==> config.mk <==
export PLATFORM = sky130hd
export DESIGN_NAME = poly_voice_allocator
export DESIGN_NICKNAME = d
export VERILOG_FILES = /design/src/hw/rtl/pva_pkg.sv /design/src/hw/rtl/poly_voice_allocator.sv /design/src/hw/rtl/pva_ctrl.sv /design/src/hw/rtl/pva_datapath.sv
export SDC_FILE = /design/constraint.sdc
export NUM_CORES = 2
export LEC_CHECK = 0
export BUFFER_PORTS_ARGS = -buffer_cell sky130_fd_sc_hd__buf_2
export CAP_MARGIN = 10
export CORE_ASPECT_RATIO = 0.7
export CORE_MARGIN = 3
export CORE_UTILIZATION = 60
export DETAILED_ROUTE_END_ITERATION = 16
export HOLD_SLACK_MARGIN = 0.05
export PLACE_DENSITY_LB_ADDON = 0.08
export SYNTH_ARGS = -nofsm -noshare
export SYNTH_HDL_FRONTEND = slang
export SYNTH_HIERARCHICAL = 1
export SYNTH_SLANG_ARGS = --single-unit
==> constraint.sdc <==
create_clock -name clk -period 10.7 [get_ports clk]
set_input_delay 0.535 -clock clk [delete_from_list [all_inputs] [get_ports clk]]
set_output_delay 0.535 -clock clk [all_outputs]
set_load 0.005 [all_outputs]
==> src/hw/rtl/pva_pkg.sv <==
// ----------------------------------------------------------------------------
// pva_pkg
// Shared constants, codes and types of the polyphonic voice allocator.
// ----------------------------------------------------------------------------
package pva_pkg;

    // slot table geometry
    localparam int MAX_VOICES = 32;
    localparam int MIN_VOICES = 2;
    localparam int SLOT_BITS  = 5;
    localparam int COUNT_BITS = 6;
    localparam int TIME_BITS  = 32;
    localparam int KEY_BITS   = 7;
    localparam int OP_BITS    = 3;
    localparam int ACT_BITS   = 3;

    localparam logic [COUNT_BITS-1:0] COUNT_RESET = COUNT_BITS'(8);

    // pedal is down above this level
    localparam logic [KEY_BITS-1:0] PEDAL_THRESHOLD = KEY_BITS'(63);

    // command opcodes
    localparam logic [OP_BITS-1:0] OP_NOTE_ON       = 3'd0;
    localparam logic [OP_BITS-1:0] OP_NOTE_OFF      = 3'd1;
    localparam logic [OP_BITS-1:0] OP_PEDAL         = 3'd2;
    localparam logic [OP_BITS-1:0] OP_ALL_NOTES_OFF = 3'd3;
    localparam logic [OP_BITS-1:0] OP_ALL_SOUND_OFF = 3'd4;

    // result action codes
    localparam logic [ACT_BITS-1:0] ACT_NONE    = 3'd0;
    localparam logic [ACT_BITS-1:0] ACT_ASSIGN  = 3'd1;
    localparam logic [ACT_BITS-1:0] ACT_STEAL   = 3'd2;
    localparam logic [ACT_BITS-1:0] ACT_FREE    = 3'd3;
    localparam logic [ACT_BITS-1:0] ACT_RELEASE = 3'd4;
    localparam logic [ACT_BITS-1:0] ACT_SUS_ON  = 3'd5;
    localparam logic [ACT_BITS-1:0] ACT_SUS_OFF = 3'd6;

    // controller states
    typedef enum logic [1:0] {
        ST_IDLE,
        ST_SCAN,
        ST_COMMIT,
        ST_FLUSH
    } state_t;

    // controller to datapath
    typedef struct packed {
        logic load;
        logic scan;
        logic commit;
        logic flush;
    } ctrl_cmd_t;

    // datapath to controller
    typedef struct packed {
        logic scan_done;
        logic note_on;
    } ctrl_stat_t;

    // number of slots in use, clamped to the legal range
    function automatic logic [COUNT_BITS-1:0] clamp_count(input logic [COUNT_BITS-1:0] v);
        logic [COUNT_BITS-1:0] r;
        r = v;
        if (v < COUNT_BITS'(MIN_VOICES))
        begin
            r = COUNT_BITS'(MIN_VOICES);
        end
        else if (v > COUNT_BITS'(MAX_VOICES))
        begin
            r = COUNT_BITS'(MAX_VOICES);
        end
        return r;
    endfunction

endpackage

==> src/hw/rtl/poly_voice_allocator.sv <==
// Sequence: a command walks n slots (n = clamped voice count, 2..32), one slot per cycle,
// with busy high; a note-on then adds a commit step to write the chosen slot, and a flush
// step ends every command. A new command is taken only while busy is low.
// Results: one-cycle strobed words in slot order; the last is out in the first cycle busy is low.
// Reset (rst_n low, asynchronous): all slots free, voice count 8, no result pending.
// ----------------------------------------------------------------------------
// poly_voice_allocator
// Polyphonic voice allocator with oldest-note stealing: sequencer plus
// slot table datapath.
// ----------------------------------------------------------------------------
module poly_voice_allocator (
    input  logic                                  clk,
    input  logic                                  rst_n,
    input  logic                                  start,
    output logic                                  busy,
    input  logic [pva_pkg::OP_BITS-1:0]           opcode,
    input  logic [pva_pkg::KEY_BITS-1:0]          note,
    input  logic [pva_pkg::KEY_BITS-1:0]          velocity,
    input  logic [pva_pkg::KEY_BITS-1:0]          pedal_value,
    input  logic [pva_pkg::TIME_BITS-1:0]         timestamp,
    input  logic                                  cfg_wr_en,
    input  logic [pva_pkg::COUNT_BITS-1:0]        cfg_wr_data,
    output logic                                  result_strobe,
    output logic [pva_pkg::SLOT_BITS-1:0]         slot_index,
    output logic [pva_pkg::ACT_BITS-1:0]          action,
    output logic [pva_pkg::KEY_BITS-1:0]          slot_note,
    output logic [pva_pkg::KEY_BITS-1:0]          slot_velocity,
    output logic [pva_pkg::KEY_BITS-1:0]          stolen_note,
    output logic                                  last
);

    pva_pkg::ctrl_cmd_t  cmd;
    pva_pkg::ctrl_stat_t stat;

    // sequencer
    pva_ctrl u_ctrl (
        .clk   (clk),
        .rst_n (rst_n),
        .start (start),
        .stat  (stat),
        .cmd   (cmd),
        .busy  (busy)
    );

    // slot table and result staging
    pva_datapath u_dp (
        .clk           (clk),
        .rst_n         (rst_n),
        .cmd           (cmd),
        .stat          (stat),
        .opcode        (opcode),
        .note          (note),
        .velocity      (velocity),
        .pedal_value   (pedal_value),
        .timestamp     (timestamp),
        .cfg_wr_en     (cfg_wr_en),
        .cfg_wr_data   (cfg_wr_data),
        .result_strobe (result_strobe),
        .slot_index    (slot_index),
        .action        (action),
        .slot_note     (slot_note),
        .slot_velocity (slot_velocity),
        .stolen_note   (stolen_note),
        .last          (last)
    );

endmodule

==> src/hw/rtl/pva_ctrl.sv <==
// ----------------------------------------------------------------------------
// pva_ctrl
// Sequencer: accepts a command, walks the slot scan, commits a note-on and
// flushes the final result word.
// ----------------------------------------------------------------------------
module pva_ctrl (
    input  logic                clk,
    input  logic                rst_n,
    input  logic                start,
    input  pva_pkg::ctrl_stat_t stat,
    output pva_pkg::ctrl_cmd_t  cmd,
    output logic                busy
);

    pva_pkg::state_t state_reg;
    pva_pkg::state_t state_next;

    // state register
    always_ff @(posedge clk or negedge rst_n)
    begin
        if (!rst_n)
        begin
            state_reg <= pva_pkg::ST_IDLE;
        end
        else
        begin
            state_reg <= state_next;
        end
    end

    // next state
    always_comb
    begin
        state_next = state_reg;
        case (state_reg)
            pva_pkg::ST_IDLE:
            begin
                if (start)
                begin
                    state_next = pva_pkg::ST_SCAN;
                end
            end
            pva_pkg::ST_SCAN:
            begin
                if (stat.scan_done)
                begin
                    state_next = stat.note_on ? pva_pkg::ST_COMMIT : pva_pkg::ST_FLUSH;
                end
            end
            pva_pkg::ST_COMMIT:
            begin
                state_next = pva_pkg::ST_FLUSH;
            end
            pva_pkg::ST_FLUSH:
            begin
                state_next = pva_pkg::ST_IDLE;
            end
            default:
            begin
                state_next = pva_pkg::ST_IDLE;
            end
        endcase
    end

    // outputs
    always_comb
    begin
        cmd  = '0;
        busy = 1'b1;
        case (state_reg)
            pva_pkg::ST_IDLE:
            begin
                busy     = 1'b0;
                cmd.load = start;
            end
            pva_pkg::ST_SCAN:
            begin
                cmd.scan = 1'b1;
            end
            pva_pkg::ST_COMMIT:
            begin
                cmd.commit = 1'b1;
            end
            pva_pkg::ST_FLUSH:
            begin
                cmd.flush = 1'b1;
            end
            default:
            begin
                busy = 1'b1;
            end
        endcase
    end

endmodule

==> src/hw/rtl/pva_datapath.sv <==
// ----------------------------------------------------------------------------
// pva_datapath
// Slot table, scan index, note-on search and result word staging.
// ----------------------------------------------------------------------------
module pva_datapath (
    input  logic                                  clk,
    input  logic                                  rst_n,
    input  pva_pkg::ctrl_cmd_t                    cmd,
    output pva_pkg::ctrl_stat_t                   stat,
    input  logic [pva_pkg::OP_BITS-1:0]           opcode,
    input  logic [pva_pkg::KEY_BITS-1:0]          note,
    input  logic [pva_pkg::KEY_BITS-1:0]          velocity,
    input  logic [pva_pkg::KEY_BITS-1:0]          pedal_value,
    input  logic [pva_pkg::TIME_BITS-1:0]         timestamp,
    input  logic                                  cfg_wr_en,
    input  logic [pva_pkg::COUNT_BITS-1:0]        cfg_wr_data,
    output logic                                  result_strobe,
    output logic [pva_pkg::SLOT_BITS-1:0]         slot_index,
    output logic [pva_pkg::ACT_BITS-1:0]          action,
    output logic [pva_pkg::KEY_BITS-1:0]          slot_note,
    output logic [pva_pkg::KEY_BITS-1:0]          slot_velocity,
    output logic [pva_pkg::KEY_BITS-1:0]          stolen_note,
    output logic                                  last
);

    // latched command word
    logic [pva_pkg::OP_BITS-1:0]    op_reg;
    logic [pva_pkg::KEY_BITS-1:0]   note_reg;
    logic [pva_pkg::KEY_BITS-1:0]   vel_reg;
    logic                           down_reg;
    logic [pva_pkg::TIME_BITS-1:0]  time_reg;

    // configuration and scan position
    logic [pva_pkg::COUNT_BITS-1:0] count_reg;
    logic [pva_pkg::COUNT_BITS-1:0] used_count;
    logic [pva_pkg::COUNT_BITS-1:0] cfg_count;
    logic [pva_pkg::SLOT_BITS-1:0]  idx_reg;

    // slot flags
    logic [pva_pkg::MAX_VOICES-1:0] active_reg;
    logic [pva_pkg::MAX_VOICES-1:0] sus_reg;
    logic [pva_pkg::MAX_VOICES-1:0] rel_reg;

    // slot payload
    logic [pva_pkg::KEY_BITS-1:0]   key_mem  [pva_pkg::MAX_VOICES];
    logic [pva_pkg::KEY_BITS-1:0]   str_mem  [pva_pkg::MAX_VOICES];
    logic [pva_pkg::TIME_BITS-1:0]  time_mem [pva_pkg::MAX_VOICES];

    // note-on search
    logic                           free_found_reg;
    logic [pva_pkg::SLOT_BITS-1:0]  free_idx_reg;
    logic [pva_pkg::SLOT_BITS-1:0]  min_idx_reg;
    logic [pva_pkg::TIME_BITS-1:0]  min_time_reg;
    logic [pva_pkg::KEY_BITS-1:0]   min_key_reg;

    // pending result word
    logic                           pend_valid_reg;
    logic [pva_pkg::SLOT_BITS-1:0]  pend_idx_reg;
    logic [pva_pkg::ACT_BITS-1:0]   pend_act_reg;
    logic [pva_pkg::KEY_BITS-1:0]   pend_note_reg;
    logic [pva_pkg::KEY_BITS-1:0]   pend_vel_reg;
    logic [pva_pkg::KEY_BITS-1:0]   pend_stolen_reg;

    // output register
    logic                           strobe_reg;
    logic [pva_pkg::SLOT_BITS-1:0]  out_idx_reg;
    logic [pva_pkg::ACT_BITS-1:0]   out_act_reg;
    logic [pva_pkg::KEY_BITS-1:0]   out_note_reg;
    logic [pva_pkg::KEY_BITS-1:0]   out_vel_reg;
    logic [pva_pkg::KEY_BITS-1:0]   out_stolen_reg;
    logic                           out_last_reg;

    // current slot view and its update
    logic                           cur_act;
    logic                           cur_sus;
    logic                           cur_rel;
    logic [pva_pkg::KEY_BITS-1:0]   cur_key;
    logic [pva_pkg::KEY_BITS-1:0]   cur_str;
    logic [pva_pkg::TIME_BITS-1:0]  cur_time;
    logic                           act_next;
    logic                           sus_next;
    logic                           rel_next;
    logic                           hit;
    logic [pva_pkg::ACT_BITS-1:0]   hit_act;
    logic                           take_min;
    logic [pva_pkg::SLOT_BITS-1:0]  pick_idx;
    logic                           emit_now;

    assign used_count = pva_pkg::clamp_count(count_reg);
    assign cfg_count  = pva_pkg::clamp_count(cfg_wr_data);

    assign cur_act  = active_reg[idx_reg];
    assign cur_sus  = sus_reg[idx_reg];
    assign cur_rel  = rel_reg[idx_reg];
    assign cur_key  = key_mem[idx_reg];
    assign cur_str  = str_mem[idx_reg];
    assign cur_time = time_mem[idx_reg];

    assign stat.scan_done = ({1'b0, idx_reg} == (used_count - 1'b1));
    assign stat.note_on   = (op_reg == pva_pkg::OP_NOTE_ON);

    assign take_min = (idx_reg == '0) || (cur_time < min_time_reg);
    assign pick_idx = free_found_reg ? free_idx_reg : min_idx_reg;

    // per-slot action for the current command
    always_comb
    begin
        act_next = cur_act;
        sus_next = cur_sus;
        rel_next = cur_rel;
        hit      = 1'b0;
        hit_act  = pva_pkg::ACT_NONE;
        case (op_reg)
            pva_pkg::OP_NOTE_OFF:
            begin
                if (cur_act && (cur_key == note_reg))
                begin
                    if (!cur_sus)
                    begin
                        act_next = 1'b0;
                        hit      = 1'b1;
                        hit_act  = pva_pkg::ACT_FREE;
                    end
                    else if (!cur_rel)
                    begin
                        rel_next = 1'b1;
                        hit      = 1'b1;
                        hit_act  = pva_pkg::ACT_RELEASE;
                    end
                end
            end
            pva_pkg::OP_PEDAL:
            begin
                if (cur_act)
                begin
                    if (down_reg)
                    begin
                        if (!cur_sus)
                        begin
                            sus_next = 1'b1;
                            hit      = 1'b1;
                            hit_act  = pva_pkg::ACT_SUS_ON;
                        end
                    end
                    else if (cur_rel)
                    begin
                        act_next = 1'b0;
                        sus_next = 1'b0;
                        rel_next = 1'b0;
                        hit      = 1'b1;
                        hit_act  = pva_pkg::ACT_FREE;
                    end
                    else if (cur_sus)
                    begin
                        sus_next = 1'b0;
                        hit      = 1'b1;
                        hit_act  = pva_pkg::ACT_SUS_OFF;
                    end
                end
            end
            pva_pkg::OP_ALL_NOTES_OFF:
            begin
                if (cur_act && !cur_sus)
                begin
                    act_next = 1'b0;
                    hit      = 1'b1;
                    hit_act  = pva_pkg::ACT_FREE;
                end
            end
            pva_pkg::OP_ALL_SOUND_OFF:
            begin
                act_next = 1'b0;
                sus_next = 1'b0;
                rel_next = 1'b0;
                if (cur_act)
                begin
                    hit     = 1'b1;
                    hit_act = pva_pkg::ACT_FREE;
                end
            end
            default:
            begin
                hit = 1'b0;
            end
        endcase
    end

    // a staged word goes out when a newer one replaces it or at the flush
    assign emit_now = pend_valid_reg && ((cmd.scan && hit) || cmd.flush);

    // command latch and note-on search, payload only
    always_ff @(posedge clk)
    begin
        if (cmd.load)
        begin
            op_reg   <= opcode;
            note_reg <= note;
            vel_reg  <= velocity;
            down_reg <= (pedal_value > pva_pkg::PEDAL_THRESHOLD);
            time_reg <= timestamp;
        end
        if (cmd.load)
        begin
            free_idx_reg <= '0;
        end
        else if (cmd.scan && !free_found_reg && !cur_act)
        begin
            free_idx_reg <= idx_reg;
        end
        if (cmd.scan && take_min)
        begin
            min_idx_reg  <= idx_reg;
            min_time_reg <= cur_time;
            min_key_reg  <= cur_key;
        end
    end

    // slot payload writes on note-on commit
    always_ff @(posedge clk)
    begin
        if (cmd.commit)
        begin
            key_mem[pick_idx]  <= note_reg;
            str_mem[pick_idx]  <= vel_reg;
            time_mem[pick_idx] <= time_reg;
        end
    end

    // control state: count, scan index, flags, search and staging valid
    always_ff @(posedge clk or negedge rst_n)
    begin
        if (!rst_n)
        begin
            count_reg      <= pva_pkg::COUNT_RESET;
            idx_reg        <= '0;
            active_reg     <= '0;
            sus_reg        <= '0;
            rel_reg        <= '0;
            free_found_reg <= 1'b0;
            pend_valid_reg <= 1'b0;
        end
        else
        begin
            if (cfg_wr_en)
            begin
                count_reg <= cfg_wr_data;
                for (int i = 0; i < pva_pkg::MAX_VOICES; i++)
                begin
                    if (pva_pkg::COUNT_BITS'(i) >= cfg_count)
                    begin
                        active_reg[i] <= 1'b0;
                        sus_reg[i]    <= 1'b0;
                        rel_reg[i]    <= 1'b0;
                    end
                end
            end
            if (cmd.load)
            begin
                idx_reg        <= '0;
                free_found_reg <= 1'b0;
                pend_valid_reg <= 1'b0;
            end
            if (cmd.scan)
            begin
                idx_reg              <= idx_reg + 1'b1;
                active_reg[idx_reg]  <= act_next;
                sus_reg[idx_reg]     <= sus_next;
                rel_reg[idx_reg]     <= rel_next;
                if (!cur_act)
                begin
                    free_found_reg <= 1'b1;
                end
                if (hit)
                begin
                    pend_valid_reg <= 1'b1;
                end
            end
            if (cmd.commit)
            begin
                active_reg[pick_idx] <= 1'b1;
                sus_reg[pick_idx]    <= 1'b0;
                rel_reg[pick_idx]    <= 1'b0;
                pend_valid_reg       <= 1'b1;
            end
            if (cmd.flush)
            begin
                pend_valid_reg <= 1'b0;
            end
        end
    end

    // staged result word
    always_ff @(posedge clk)
    begin
        if (cmd.scan && hit)
        begin
            pend_idx_reg    <= idx_reg;
            pend_act_reg    <= hit_act;
            pend_note_reg   <= cur_key;
            pend_vel_reg    <= cur_str;
            pend_stolen_reg <= '0;
        end
        else if (cmd.commit)
        begin
            pend_idx_reg    <= pick_idx;
            pend_act_reg    <= free_found_reg ? pva_pkg::ACT_ASSIGN : pva_pkg::ACT_STEAL;
            pend_note_reg   <= note_reg;
            pend_vel_reg    <= vel_reg;
            pend_stolen_reg <= free_found_reg ? '0 : min_key_reg;
        end
    end

    // output strobe
    always_ff @(posedge clk or negedge rst_n)
    begin
        if (!rst_n)
        begin
            strobe_reg <= 1'b0;
        end
        else
        begin
            strobe_reg <= emit_now;
        end
    end

    // output word
    always_ff @(posedge clk)
    begin
        if (emit_now)
        begin
            out_idx_reg    <= pend_idx_reg;
            out_act_reg    <= pend_act_reg;
            out_note_reg   <= pend_note_reg;
            out_vel_reg    <= pend_vel_reg;
            out_stolen_reg <= pend_stolen_reg;
            out_last_reg   <= cmd.flush;
        end
    end

    assign result_strobe = strobe_reg;
    assign slot_index    = out_idx_reg;
    assign action        = out_act_reg;
    assign slot_note     = out_note_reg;
    assign slot_velocity = out_vel_reg;
    assign stolen_note   = out_stolen_reg;
    assign last          = out_last_reg;

endmodule

==> metrics.txt <==
GRT Util Overall=30.4%; Peak VDD IR=0.285 mV; area share of the largest cell type after synthesis=between 70 and 80%; top cells by area, synth=edfxtp_1 (72%), mux4_2 (10%), dfrtp_1 (4.1%), mux2i_1 (2.5%), a22oi_1 (2.0%); Avg Cell Area, Syn=approximately 20 sq um; total CTS buffers=159; cells after synthesis=~3,400; PortBufs=about 90; Yosys reg bits=between 1,500 and 2,000; DIE WIDTH=408 um; crit-path most repeated cell=a21o_1; Critical-path top delay cell=dfrtp_4; Post-DP Area=approximately 0.070 sq mm; Worst Tran Pin Value=1240 ps; RSZ-0062 raised after global routing=no; ys flop type=edfxtp_1; nets@finish=3,747; Req. time, crit path=11,120 ps; die area=between 0.1 and 0.15 sq mm; Detailed Place HPWL=around 92,000 um; pwr/cell area=approximately 250 mW/mm^2; Core ar.=around 0.11 sq mm; RePlAce Congestion=around 0.9; most common cell in the synthesized netlist=edfxtp_1; CTS H-tree depth=4; share of cells above drive strength 1=between 20% and 30%; setup TNS=0 ps; setup bufs post-CTS=0; delay-heaviest family, CP=compound AO/OA/AOI/OAI gates; CP peak stage delay=roughly 1100 ps; Post-synth ARST share=under 10%; TritonRoute pass-1 iters=7; Leakage=around 25 nW; Layout area overhead=12.1%; io pins=a little under 100; diode count=0; area leader, netlist=edfxtp_1; die height=around 290 um; Net Count, Synth=approximately 3,500; Worst Skew=about 28 ps; Synth warnings=6; std cell rows=a little over 100; Clock Latency Late Sink=approximately 790 ps; Initial Utilization=slightly above 60%; DRC viols=0; CTS tree=yes; biggest regs=u_dp/time_mem (1024), u_dp/key_mem (224), u_dp/str_mem (224); worst min-delay path category=in2reg; post-route cell area=0.0761 sq mm; Final ANT Viol Nets=0; minimum clock period=around 6700 ps; CTS Hold Bufs=between 50 and 60; Cell Area, Synth=slightly below 0.07 sq mm; number of synthesized flops with an enable pin=about 1,600; endpoint class of the critical path=flip-flop; first-pass GRT wire length=between 200,000 and 300,000 um; total congestion overflow=0; vias in the first global route=~36,000; First DRT Iteration DRCs=between 5,000 and 6,000; crit path cell chain=buf_4 -> buf_4 -> mux4_2 -> a22oi_1 -> nand4_1 -> ha_1 -> a21o_1 -> a21o_1 -> a21o_1 -> a21oi_1 -> o21ai_0 -> a211o_1 -> a21o_1 -> a221oi_4 -> buf_4; FMAX=149 MHz; synth cell count leaders=edfxtp_1 (1,618), mux4_2 (312), a22oi_1 (182); CTS sink cnt=1,742; Tcrit/Tclk final=62.6%; largest net degree at the start of global routing=about 110; antenna violations before repair=1; post-synthesis sequential area ratio=~76%; CTS clock-pin slew for the worst setup and hold paths=around 60 ps; Yosys cell types=75; via count=around 37,000; Via-to-Cell Ratio=between 6 and 7; CP max FO=55; worst path bufs/invs=3; Max Cap Viol=0; WL final=177,000 um; CTS root buf=clkbuf_16; Worst setup SP type=flip-flop; max-slew violations=0; status=finished, final reports clean; final setup vio count=0; Largest register FFs=1,024; Reg with most FFs=u_dp/time_mem; endpoints failing hold=0; WS Path Type=reg2reg; relative slew slack=~18%; routed len/inst=33.4 um; Arr. time, crit path=around 7000 ps; post-CTS resize count=0; Longest Clk Path Bufs=3
## cells by family after synthesis
group	synth area share (%)
AOI/OAI and AO/OA	4.80
adders and majority gates	0.755
and+or+nand+nor	3.55
DFF	76.0
muxes	13.4
xor gates and xnor gates	0.0774
buffers and inverters	1.42
## per-layer routing
layer	global-route usage [%]	wire [um]	vias to the layer above
met5	0	33	-
met4	8.24	4250	2
met3	6.04	19800	316
met2	45.1	80400	2335
met1	47.1	72400	19200
li1	-	-	14700
## area by class of cell
| class | instances | area (sq um) |
|---|---|---|
| clock buffer | 202 | 4260 |
| tap | 1508 | 1890 |
| inverter | 47 | 176 |
| fill | 6931 | 35300 |
| timing repair buffer | 227 | 1660 |
| multi-input combinational | 1463 | 15600 |
| sequential | 1742 | 51600 |
| clock inverter | 97 | 887 |
## path summary, 6_finish.rpt
check | start | endpoint | slack [ps] | cells past startpoint
min in group asynchronous | rst_n | u_dp/result_strobe | 310 | 2
setup / recovery | u_dp/idx_reg[1] | u_dp/min_time_reg[2] | 4000 | 15
hold / removal | start | u_ctrl/state_reg[0] | 170 | 4
max in group asynchronous | rst_n | u_dp/idx_reg[0] | 8980 | 3
setup reg to reg | u_dp/idx_reg[1] | u_dp/min_time_reg[2] | 4000 | 15
hold reg to reg | u_dp/pend_act_reg[2] | u_dp/action[2] | 420 | 0
## per-stage QoR
stage | worst slack [ps] | hold WS [ps] | util, % | cells | total power [W]
after floorplan | 2220 | 239 | - | 3435 | 0.0119
after global placement | 4020 | 404 | 63.2 | 4933 | 0.0134
after detailed placement | 3990 | 405 | 63.2 | 4933 | 0.0135
after CTS | 3990 | 116 | 68.3 | 5285 | 0.0191
after global routing | 3670 | 187 | 68.3 | 5286 | 0.0198
final | 4000 | 172 | 68.3 | 5286 | 0.0191
## cell usage in the layout, fill, tap and decap left out, drive strengths merged, types with 14 or more instances in the layout
master,instances
a221o,26
nor3,17
edfxtp,1618
mux2,26
mux2i,169
a21oi,50
nor4,23
ha,41
inv,52
or4,34
nor2,135
dfrtp,111
nand3,19
buf,174
nand3b,18
o22ai,91
clkbuf,202
mux4,312
nand4,47
a22oi,183
nand2,72
nor2b,14
dlygate4sd3,53
clkinv,71
o21ai,45
## where the power goes
group | internal (W) | total, W | switching, W
sequential | 0.00828 | 0.00874 | 0.000457
clock | 0.00313 | 0.00560 | 0.00247
combinational | 0.00188 | 0.00473 | 0.00285
## tightest hold or removal path, stage by stage
cell	delay [ps]
buf_2	120
nor2b_4	110
o41ai_1	90
o31ai_1	60
(Power assumes the default switching activity.)
